--- src/sv/skcm_pkg.sv ---
// Shared types and constants of the sorted key count merge table.
package skcm_pkg;

	localparam int KEY_W   = 32;
	localparam int QTY_W   = 16;
	localparam int CNT_W   = 32;
	localparam int RANK_W  = 6;
	localparam int USED_W  = 7;
	localparam int RANK_SPAN = 1 << RANK_W;

	localparam logic MODE_ADD  = 1'b0;
	localparam logic MODE_READ = 1'b1;

	// Command broadcast to every cell in the chain.
	typedef struct packed {
		logic             ins_en;
		logic             mrg_en;
		logic [KEY_W-1:0] key;
		logic [QTY_W-1:0] qty;
	} skcm_cmd_t;

	// Entry handed from one cell to the next.
	typedef struct packed {
		logic             gt;
		logic             valid;
		logic [KEY_W-1:0] key;
		logic [CNT_W-1:0] count;
	} skcm_link_t;

endpackage

--- src/sv/skcm_cell.sv ---
// One table cell: holds an entry, compares it with the broadcast key, shifts or merges.
module skcm_cell
	import skcm_pkg::*;
(
	input  logic             clk,
	input  logic             arst_n,
	input  skcm_cmd_t        cmd,
	input  skcm_link_t       prev,
	output skcm_link_t       link,
	output logic             match,
	output logic [CNT_W-1:0] sum
);

	logic             valid_q;
	logic [KEY_W-1:0] key_q;
	logic [CNT_W-1:0] count_q;
	logic [CNT_W:0]   raw_sum;

	assign raw_sum = {1'b0, count_q} + {{(CNT_W + 1 - QTY_W){1'b0}}, cmd.qty};
	assign sum     = raw_sum[CNT_W] ? {CNT_W{1'b1}} : raw_sum[CNT_W-1:0];
	assign match   = valid_q && (key_q == cmd.key);

	assign link.gt    = valid_q && (key_q > cmd.key);
	assign link.valid = valid_q;
	assign link.key   = key_q;
	assign link.count = count_q;

	always_ff @(posedge clk or negedge arst_n) begin
		if (!arst_n) begin
			valid_q <= 1'b0;
		end else if (cmd.ins_en && !link.gt) begin
			valid_q <= prev.gt ? 1'b1 : prev.valid;
		end
	end

	always_ff @(posedge clk) begin
		if (cmd.ins_en && !link.gt) begin
			// first cell not above the new key takes it, cells below take their neighbor
			if (prev.gt) begin
				key_q   <= cmd.key;
				count_q <= {{(CNT_W - QTY_W){1'b0}}, cmd.qty};
			end else begin
				key_q   <= prev.key;
				count_q <= prev.count;
			end
		end else if (cmd.mrg_en && match) begin
			count_q <= sum;
		end
	end

endmodule

--- config.mk ---
export PLATFORM = sky130hd
export DESIGN_NAME = skcm_cell
export DESIGN_NICKNAME = d
export VERILOG_FILES = /design/src/sv/skcm_pkg.sv /design/src/sv/skcm_cell.sv
export SDC_FILE = /design/constraint.sdc
export NUM_CORES = 1
export LEC_CHECK = 0
export ABC_AREA = 1
export BUFFER_PORTS_ARGS = -buffer_cell sky130_fd_sc_hd__clkbuf_2
export CORE_MARGIN = 2
export CORE_UTILIZATION = 56
export DETAILED_ROUTE_END_ITERATION = 16
export PLACE_DENSITY = 0.95
export SYNTH_ARGS = -nofsm -noshare
export SYNTH_HDL_FRONTEND = slang
export SYNTH_SLANG_ARGS = --single-unit
--- constraint.sdc ---
create_clock -name clk -period 8.19 [get_ports clk]
set_input_delay 0.4095 -clock clk [delete_from_list [all_inputs] [get_ports clk]]
set_output_delay 0.4095 -clock clk [all_outputs]
set_load 0.01 [all_outputs]
# After elaboration in Yosys (flattened, before gate mapping)
# Index checks and enable logic that the tools add are counted.
totals:
  reg_bits: 65
  in_bits: 118
  output_inout_bits: 99
classes:
  addsub: 1
  magnitude_cmp: 1
  n_eq_ne: 1
  muxes: 6
  n_reduce_logical: 6
ops:
  columns: ["cell", "n"]
  rows:
  - ["$mux W32", 5]
  - ["$add A32 B16 Y33", 1]
  - ["$eq A32 B32 Y1", 1]
  - ["$gt A32 B32 Y1", 1]
  - ["$logic_and A1 B1 Y1", 4]
  - ["$reduce_bool A2 Y1", 1]
  - ["$logic_not A1 Y1", 1]
  - ["$mux W1", 1]

# Longest topological paths before layout
# Gate-level depths: netlist (run 1).
logic_depth:
  depth_word: 5
  ltp_mapped: 18
  ltp_nobuf: 17

# Worst setup path before layout (run 1)
# No wires, ideal clock.
synth_timing:
  path_type: "flip-flop to flip-flop"
  from: "register key_q[31]"
  to: "register count_q[0], enable pin"
  setup_ps: 389
  arrival_ps: 2351
  required_time_ps: 7801
  path_slack_ps: 5450
  path_stages_with_launch: 11
  path_buffers: 1
  path_cell_list: "edfxtp_1 ha_1 nand2_1 nor2_1 nand2_1 nor2_1 a21oi_1 nand2_2 nand2_2 clkbuf_8 nand2_1"
synth_via:
  elab_chain_cells: 5
  word_cells_on_any_way: 8
synth_lines:
  columns: ["item", "line", "rtl"]
  rows:
  - ["start, declared", "skcm_cell.sv:15", "logic [KEY_W-1:0] key_q;"]
  - ["start signal, assigned", "skcm_cell.sv:40", "key_q <= cmd.key;"]
  - ["start signal, assigned", "skcm_cell.sv:43", "key_q <= prev.key;"]
  - ["$gt A32 B32 Y1", "skcm_cell.sv:23", "assign link.gt = valid_q && (key_q > cmd.key);"]
  - ["$logic_and A1 B1 Y1", "skcm_cell.sv:23", null]
  - ["$logic_not A1 Y1", "skcm_cell.sv:37", "if (cmd.ins_en && !link.gt) begin"]
  - ["$logic_and A1 B1 Y1", "skcm_cell.sv:37", null]
  - ["$reduce_bool A2 Y1 (no line) (*)", null, null]
  - ["end signal, assigned", "skcm_cell.sv:41", "count_q <= {{(CNT_W - QTY_W){1'b0}}, cmd.qty};"]
  - ["end signal, assigned", "skcm_cell.sv:44", "count_q <= prev.count;"]
  - ["end signal, assigned", "skcm_cell.sv:47", "count_q <= sum;"]
  - ["end, declared", "skcm_cell.sv:16", "logic [CNT_W-1:0] count_q;"]
# Every way passes the cells marked *; elsewhere a longest branch is shown, timed or not.
# A chain may end at the register's enable or synchronous reset.

# Worst setup path after layout (run 1)
layout_timing:
  from: "register key_q[31]"
  to: "register count_q[3], enable pin"
# Same word-level chain as after synthesis.

==> reports/qor.yml, run 1 <==
run_status: "complete, no violations"
synthTopCellsByArea: "edfxtp_1, nand2_1, ha_1"
p_leak_uw: 0.00430
syn_avg_cell_area_um2: 6.88
portBuffers: 216
end_kind: "register"
cts_root_buf: "clkbuf_8"
die_area_um2: 11800
syn_inst: 889
synth_area_um2: 6110
wire_per_inst_um: 13.7
core_um2: 10700
grt_pass1_wl_um: 27400
cts_tree: "built"
max_freq_mhz: 280
cts.path.max_buffers: 2
relSlewSlack_pct: 24.7
dieHeight_um: 108
first_pass_iters: 5
cts_buffers: 9
die_w_um: 108
synth-seq-cells: 65
synth_nets: 1056
crit_arrival_ps: 3580
critical_path_required_ps: 8190
area_delta_synth_final_pct: 21.3
drc: 0
ys_warn_count: 0
start_util_pct: 56.9
hold_viol: 0
fill_cells: 964
period_minus_slack_ps: 3580
track_usage_pct: 29.7
cp-start-kind: "register"
vias: 6322
layout_commonest_cell: "nand2_1"
htreeDepth: 3
rows: 38
cts.sinks: 65
drive_above_1_share_pct: 24.7
period_share_pct: 43.7
io_pins: 217
tightest_slew_ps: 1130
rsz0062_at_grt: "no"
cap_violations: 0
hpwl_um: 13400
yosys.cell_types.count: 35
drtIter0Drc: 382
synth_top_cell_area_share_pct: 31.4
clk_latency_ps: 360
path_class: "reg2reg"
grt_max_degree: 80
routed_wl_um: 16900
grt_pass1_vias: 5925
finalSetupTns_ps: 0
cts_setup_buffers: 0
critPathMaxFanout: 35
drv_slew: 0
hp-class: "in2reg"
yosysSeqAreaShare_pct: 31.8
gp_congestion: 0.923
p_total_uw: 1450
p_per_area_nw_per_um2: 195
final_nets: 1261
ant_nets: 0
ir_worst_vdd_mv: 0.0938
cts.clk_slew.worst_paths_ps: 90
antenna_found_initial: 0
fin_skew_ps: 14.7
setup_viol: 0
viasPerCell: 5.10
grt-ovfl-total: 0
antennaDiodeCount: 0
yosysTopAreaCell: "edfxtp_1"
final_cell_mix: "nand2_1, clkbuf_2, inv_1"
## sequential cells by signal, summed over array words and instances (netlist names)
name and cells:
count_q 32, key_q 32, valid_q 1
## metal layers
layer	track usage, %	wire length, um
met5	0	0
met3	4.58	1060
met1	37.9	7530
met4	12.2	475
met2	50.0	7850
## report_power, final
part	switching, uW	internal [uW]	total, uW	leakage, uW
Clock	151	116	266	0.0000929
Sequential	45.5	439	484	0.000637
Combinational	438	261	699	0.00357
Total	635	815	1450	0.00430
## critical path, cell delays in order, from the launching register on
cell	delay (ps)
edfxtp_1	410
ha_1	310
nand2_1	70
nor2_1	150
nand2_1	100
nor2_1	270
a21oi_1	130
nand2_2	530
nand2_2	620
nand2_1	180
buf_4	410
## cell type report
class	instances	area, um2	share of cell area, %
flip-flops and latches	65	1950	26.2
repair buffers	219	1110	14.9
clock inverters	7	58.8	0.793
inverters	149	559	7.54
clock buffers	9	124	1.67
well taps	140	175	2.36
multi-input cells	650	3450	46.5
## through the flow
| stage | util, % | cells | hold slack (ps) | setup WS, ps | cell area, um2 |
|---|---|---|---|---|---|
| final | 69.0 | 1239 | 323 | 4610 | 7420 |
| after global routing | 69.0 | 1239 | 314 | 4300 | 7420 |
| after CTS | 69.0 | 1239 | 321 | 4660 | 7420 |
| after detailed placement | 67.2 | 1222 | 189 | 4550 | 7230 |
| after global placement | 67.2 | 1222 | 185 | 4650 | 7230 |
| after floorplan | - | 889 | 114 | 5450 | 6110 |
## synth_stat cells, drive strengths merged
cell      n
inv     148
nand4    11
nand3b    1
a21oi    17
dfrtp     1
ha       48
nand2   353
xor2      9
or2       5
nor3      8
clkinv    1
fa        1
o21ai    37
nor3b     1
o21bai    4
o21a      1
nor4      1
nor2     65
edfxtp   64
clkbuf   17
a21o      2
and2      2
nand3    84
buf       8
## worst paths after layout
path	startpoint	to	slack, ps	cells after the start
worst max-delay path	key_q[31]	count_q[3]	4610	10
worst min-delay path	prev[50]	key_q[18]	320	3
worst max register to register	key_q[31]	count_q[3]	4610	10
worst min register to register	valid_q	valid_q	520	2
max in group asynchronous	arst_n	valid_q	7730	2
min in group asynchronous	arst_n	valid_q	370	2
## kinds of logic (layout without fill, tap and decap cells)
group                    Yosys count  after routing  synth area share [%]
AO/OA/AOI/OAI                     61             61                  5.28
XOR/XNOR                           9              9                  1.29
AND/OR/NAND/NOR                  531            531                  39.7
adder cells (fa/ha/maj)           49             49                  10.2
buffers and inverters            174            384                  11.7
flip-flops                        65             65                  31.8
## repair_timing
item | CTS | global route
endpoints found under the hold margin | 1 | 0
hold buffers | 1 | 0
resized for setup | 0 | 0
(Power assumes the default switching activity.)
==> inputs of run 2 (changes only) <==
--- a/config.mk
+++ b/config.mk
@@ -8,7 +8,7 @@
 export ABC_AREA = 1
 export BUFFER_PORTS_ARGS = -buffer_cell sky130_fd_sc_hd__clkbuf_2
 export CORE_MARGIN = 2
-export CORE_UTILIZATION = 56
+export CORE_UTILIZATION = 52
 export DETAILED_ROUTE_END_ITERATION = 16
 export PLACE_DENSITY = 0.95
 export SYNTH_ARGS = -nofsm -noshare
==> constraint.sdc (replaced) <==
create_clock -name clk -period 3.5 [get_ports clk]
set_input_delay 0.175 -clock clk [delete_from_list [all_inputs] [get_ports clk]]
set_output_delay 0.175 -clock clk [all_outputs]
set_load 0.01 [all_outputs]
==> run 2 against run 1 <==
Critical path depth increased by 3. Hold slack got worse by 220 ps. Via count increased by 1.7%. Sequential share of layout area decreased by 0.48 points. Flip-flop and latch count unchanged. First-iteration DRC count increased by 17%. Design area increased by 1.9%. Power increased to 2.5 times the previous value. Wire length increased by 7.5%. Register-to-register slack got worse by 4000 ps. Clock power increased to 3.2 times the previous value. Global-route usage decreased by 0.62 points. Critical endpoint is now sum[4]. Largest cell class unchanged. Largest power group unchanged.
==> reports/qor.yml, run 2 (synthesis gave the netlist of run 1 again) <==
run_status: "complete, no violations"
first_pass_iters: 7  # +2
hold_start: "prev[54]"
endpoint: "sum[4]"
tightest_slew_ps: 674  # -454 ps
dieHeight_um: 112  # +3.6%
top_regs: "count_q x32, key_q x32, valid_q x1"
r2r_slack_ps: 630  # -3980 ps
ant_nets: 0  # unchanged
cts.path.max_buffers: 2  # unchanged
clk_latency_ps: 350  # about the same
antenna_found_initial: 0  # unchanged
finalSetupTns_ps: 0  # unchanged
finalHoldWorstSlack_ps: 102  # -221 ps
final_nets: 1267  # +0.48%
setup_viol: 0  # unchanged
drv_slew: 0  # unchanged
reg2reg_depth: 14  # +4
path_delay_family: "simple AND/OR/NAND/NOR gates"
gp_congestion: 0.945  # +2.4%
end_kind: "primary output"
path_cells: "ha_1 -> fa_1 -> nand2_1 -> nand2_1 -> and2_4 -> nand2_2 -> nand2_1 -> nand2_2 -> nand2_4 -> nand3_4 -> buf_4 -> nand2_4 -> clkbuf_2"
critPathMaxFanout: 19  # -46%
hpwl_um: 14300  # +6.9%
track_usage_pct: 29.1  # -0.62 points
crit_arrival_ps: 2970  # -610 ps
routed_wl_um: 18200  # +7.5%
htreeDepth: 3  # unchanged
rr_endpoint: "count_q[8]"
path_class: "reg2out"
drtIter0Drc: 448  # +17%
die_area_um2: 12600  # +7.4%
final_cell_mix: "nand2_1, clkbuf_2, inv_1"
cts_buffers: 9  # unchanged
cts_root_buf: "clkbuf_16"
p_leak_uw: 0.00435  # +1.3%
relSlewSlack_pct: 55.0  # +30 points
cp-start-kind: "register"
ir_worst_vdd_mv: 0.387  # +310%
rows: 39  # +2.6%
drive_above_1_share_pct: 25.0  # +0.32 points
rsz0062_at_grt: "no"
viasPerCell: 5.15  # +1.0%
r2r-start: "count_q[0]"
cp_num_buf_inv: 2  # +1
grt_pass1_vias: 6012  # +1.5%
hp-class: "in2reg"
critical_path_required_ps: 3320  # -4870 ps
grt_pass1_wl_um: 29400  # +7.0%
die_w_um: 112  # +3.6%
fin_skew_ps: 4.96  # -9.74 ps
hold_depth: 3  # unchanged
layout_commonest_cell: "nand2_1"
io_pins: 217  # unchanged
cp-startpoint: "count_q[0]"
cap_violations: 0  # unchanged
cts_tree: "built"
cts_setup_buffers: 0  # unchanged
wire_per_inst_um: 14.6  # +6.7%
start_util_pct: 53.3  # -3.6 points
drc: 0  # unchanged
core_um2: 11500  # +6.7%
cts.sinks: 65  # unchanged
cts.clk_slew.worst_paths_ps: 60  # -30 ps
hold_viol: 0  # unchanged
area_delta_synth_final_pct: 23.6
period_share_pct: 89.8
antennaDiodeCount: 0  # unchanged
max_freq_mhz: 318
portBuffers: 216  # unchanged
grt_max_degree: 45  # -44%
period_minus_slack_ps: 3140
slowest_stage: "edfxtp_1"
slowest_delay_ps: 400  # -220 ps
cp.depth: 13  # +3
worst_path_most_repeated_cell: "nand2_1"
grt-ovfl-total: 0  # unchanged
vias: 6432  # +1.7%
p_per_area_nw_per_um2: 482  # +150%
run 2: worst min-delay path by stage:
stage | slack [ps] | end
after floorplan | -120 | valid_q
after global placement | -50 | valid_q
after detailed placement | -50 | valid_q
after CTS | 100 | key_q[7]
after global routing | 130 | key_q[0]
final | 100 | key_q[22]
run 2: repair_timing:
item | in CTS | in global routing
endpoints found under the hold margin | 1 | 0
resized for setup | 0 | 0
hold buffers | 1 | 0
run 2: cell type report:
class	instances	area [um2]
timing repair buffer	225	1150
inverter	149	559
tap	143	179
fill	1009	3910
clock buffer	9	225
multi-input combinational	650	3450
sequential	65	1950
clock inverter	7	47.5
run 2: worst register-to-register path: stages (launching register included):
cell and delay (ps):
edfxtp_1 400, ha_1 230, fa_1 390, nand2_1 110, nand2_1 100, and2_4 170
nand2_2 50, nand2_1 80, nand2_2 100, nand2_4 80, nand3_4 410, buf_4 310
nand2_4 60, nand2_1 80, nand2_1 60
run 2: report_power, final:
group	leakage, uW	internal (uW)	switching [uW]
clock network	0.000121	476	375
logic	0.00359	617	1040
registers	0.000637	1030	101
run 2: through the flow:
stage	cell area (um2)	instances	util, %	setup slack (ps)	power, uW
2_1_floorplan	6110	889	-	760	2220
3_3_place_gp	7270	1231	63.4	770	2740
3_5_place_dp	7270	1231	63.4	668	2790
4_1_cts	7560	1248	65.9	349	3630
5_1_grt	7560	1248	65.9	201	3870
6_report	7560	1248	65.9	358	3640
run 2: per-layer routing:
metal	routed length (um)	up-vias	track usage [%]
li1	-	3238	-
met1	7900	2860	38.5
met2	8530	293	47.9
met3	1300	41	4.27
met4	463	0	12.0
met5	0	-	0
==> inputs of run 3 (changes only) <==
--- a/config.mk
+++ b/config.mk
@@ -10,7 +10,7 @@
 export CORE_MARGIN = 2
 export CORE_UTILIZATION = 52
 export DETAILED_ROUTE_END_ITERATION = 16
-export PLACE_DENSITY = 0.95
+export PLACE_DENSITY = 0.83
 export SYNTH_ARGS = -nofsm -noshare
 export SYNTH_HDL_FRONTEND = slang
 export SYNTH_SLANG_ARGS = --single-unit
==> constraint.sdc (replaced) <==
create_clock -name clk -period 3.5 [get_ports clk]
set_input_delay 0.7 -clock clk [delete_from_list [all_inputs] [get_ports clk]]
set_output_delay 0.7 -clock clk [all_outputs]
set_load 0.01 [all_outputs]
==> run 3 against run 2 <==
Flip-flop and latch count unchanged. Worst setup slack worse by 200 ps. First-iteration DRC count is 16% higher. Global-route usage decreased by 1.2 points. Fmax shrank 5.9%. Power shrank 0.47%. Clock-buffer cell count up 4. Cell count is 0.24% higher. Wire length shrank 4.5%. Via count shrank 1.8%. Largest power group unchanged. Highest routed layer unchanged.
==> reports/qor.yml, run 3 (synthesis gave the netlist of run 1 again) <==
cts.path.max_buffers: 2  # unchanged
path_delay_family: "simple AND/OR/NAND/NOR gates"
hp-class: "in2async"
drtIter0Drc: 521  # +16%
ant_nets: 0  # unchanged
max_freq_mhz: 300  # -5.9%
die_w_um: 112  # unchanged
ir_worst_vdd_mv: 0.514  # +33%
grt_pass1_vias: 5798  # -3.6%
sw_frac_of_total_pct: 40.7  # -1.1 points
routed_wl_um: 17400  # -4.5%
setup_viol: 0  # unchanged
layout_commonest_cell: "nand2_1"
p_per_area_nw_per_um2: 477  # -1.0%
clk_latency_ps: 340  # about the same
worst_path_most_repeated_cell: "nand2_1"
antenna_found_initial: 0  # unchanged
fill_cells: 1082  # +7.2%
area_delta_synth_final_pct: 24.3
dieHeight_um: 112  # unchanged
gp_congestion: 0.958  # +1.4%
cts_buffers: 9  # unchanged
rsz0062_at_grt: "no"
cp.depth: 14  # +1
reg2reg_depth: 14  # unchanged
finalHoldWorstSlack_ps: 131  # +28.6 ps
htreeDepth: 3  # unchanged
cp_num_buf_inv: 3  # +1
cts.clk_slew.worst_paths_ps: 50  # about the same
path_class: "in2out"
clkPwrFrac_pct: 23.3  # about the same
grt_pass1_wl_um: 28100  # -4.4%
wire_per_inst_um: 13.9  # -4.8%
slowest_stage: "fa_1"
first_pass_iters: 5  # -2
multi_input_area_um2: 3450  # unchanged
p_int_uw: 2150  # +1.3%
relSlewSlack_pct: 67.8  # +13 points
final_cell_mix: "nand2_1, clkbuf_2, inv_1"
cts.sinks: 65  # unchanged
run_status: "complete, no violations"
critPathMaxFanout: 5  # -14
drc: 0  # unchanged
track_usage_pct: 27.9  # -1.2 points
cap_violations: 0  # unchanged
tightest_slew_ps: 483  # -191 ps
fin_skew_ps: 6.65  # +1.68 ps
portBuffers: 216  # unchanged
final_nets: 1270  # +0.24%
core_um2: 11500  # unchanged
antennaDiodeCount: 0  # unchanged
cp-start-kind: "input port"
p_leak_uw: 0.00439  # +0.81%
grt-ovfl-total: 0  # unchanged
period_share_pct: 95.4  # +5.6 points
start_util_pct: 53.3  # unchanged
viasPerCell: 5.05  # -2.0%
path_cells: "clkbuf_2 -> ha_1 -> fa_1 -> nand2_1 -> nand2_1 -> and2_4 -> nand2_2 -> nand2_1 -> nand2_2 -> nand2_4 -> nand3_4 -> buf_4 -> nand3_1 -> clkbuf_2"
power.switching_uw: 1470  # -3.0%
drive_above_1_share_pct: 25.1  # +0.11 points
pwr-share-seq_pct: 31.2  # +0.2 points
io_pins: 217  # unchanged
die_area_um2: 12600  # unchanged
combPwrFrac_pct: 45.5  # about the same
crit_arrival_ps: 2640  # -330 ps
critical_path_required_ps: 2800  # -520 ps
grt_max_degree: 51  # +13%
register_area_um2: 1950  # unchanged
cts_tree: "built"
end_kind: "primary output"
cts_hold_buf: 0  # -1
cts_resized: 0  # unchanged
vias: 6317  # -1.8%
rows: 39  # unchanged
hold_viol: 0  # unchanged
cts_root_buf: "clkbuf_16"
top_regs: "count_q x32, key_q x32, valid_q x1"
period_minus_slack_ps: 3340  # +196 ps
drv_slew: 0  # unchanged
hpwl_um: 13700  # -4.0%
slowest_delay_ps: 390  # about the same
cts_setup_buffers: 0  # unchanged
finalSetupTns_ps: 0  # unchanged
## run 3: layout make-up
cell class,count,area share (%)
clock inverter,3,0.231
clock buffer,13,3.29
timing repair buffer,228,15.7
inverter,149,7.36
tap,143,2.36
sequential,65,25.6
multi-input combinational,650,45.4
## run 3: final timing paths
check                           start  slack, ps     endpoint
hold reg to reg               valid_q        510      valid_q
setup / recovery               cmd[0]        160      sum[26]
hold / removal                 arst_n        130      valid_q
max in group asynchronous      arst_n       3290      valid_q
min in group clk              valid_q        510      valid_q
setup reg to reg           count_q[0]       1010  count_q[12]
## run 3: per-stage QoR
stage	utilization, %	cells	setup WS (ps)	power, uW	cell area (um2)
floorplan	-	889	482	2220	6110
global placement	63.9	1235	191	2760	7330
detailed placement	63.9	1235	171	2780	7330
CTS	66.3	1251	163	3640	7600
global route	66.3	1251	22.0	3870	7600
finish	66.3	1251	162	3620	7600
## run 3: metal layers
| metal | GRT usage, % | part of all wire (%) |
|---|---|---|
| met1 | 37.4 | 45 |
| met2 | 46.6 | 46 |
| met3 | 5.02 | 7.6 |
| met4 | 7.72 | 1.9 |
| met5 | 0 | 0 |
## run 3: power groups by stage
stage | clock [uW] | sequential (uW) | combinational (uW)
global placement | 0 | 1140 | 1620
global route | 886 | 1150 | 1840
detailed placement | 0 | 1140 | 1640
finish | 846 | 1130 | 1650
floorplan | 0 | 1170 | 1050
CTS | 856 | 1130 | 1650
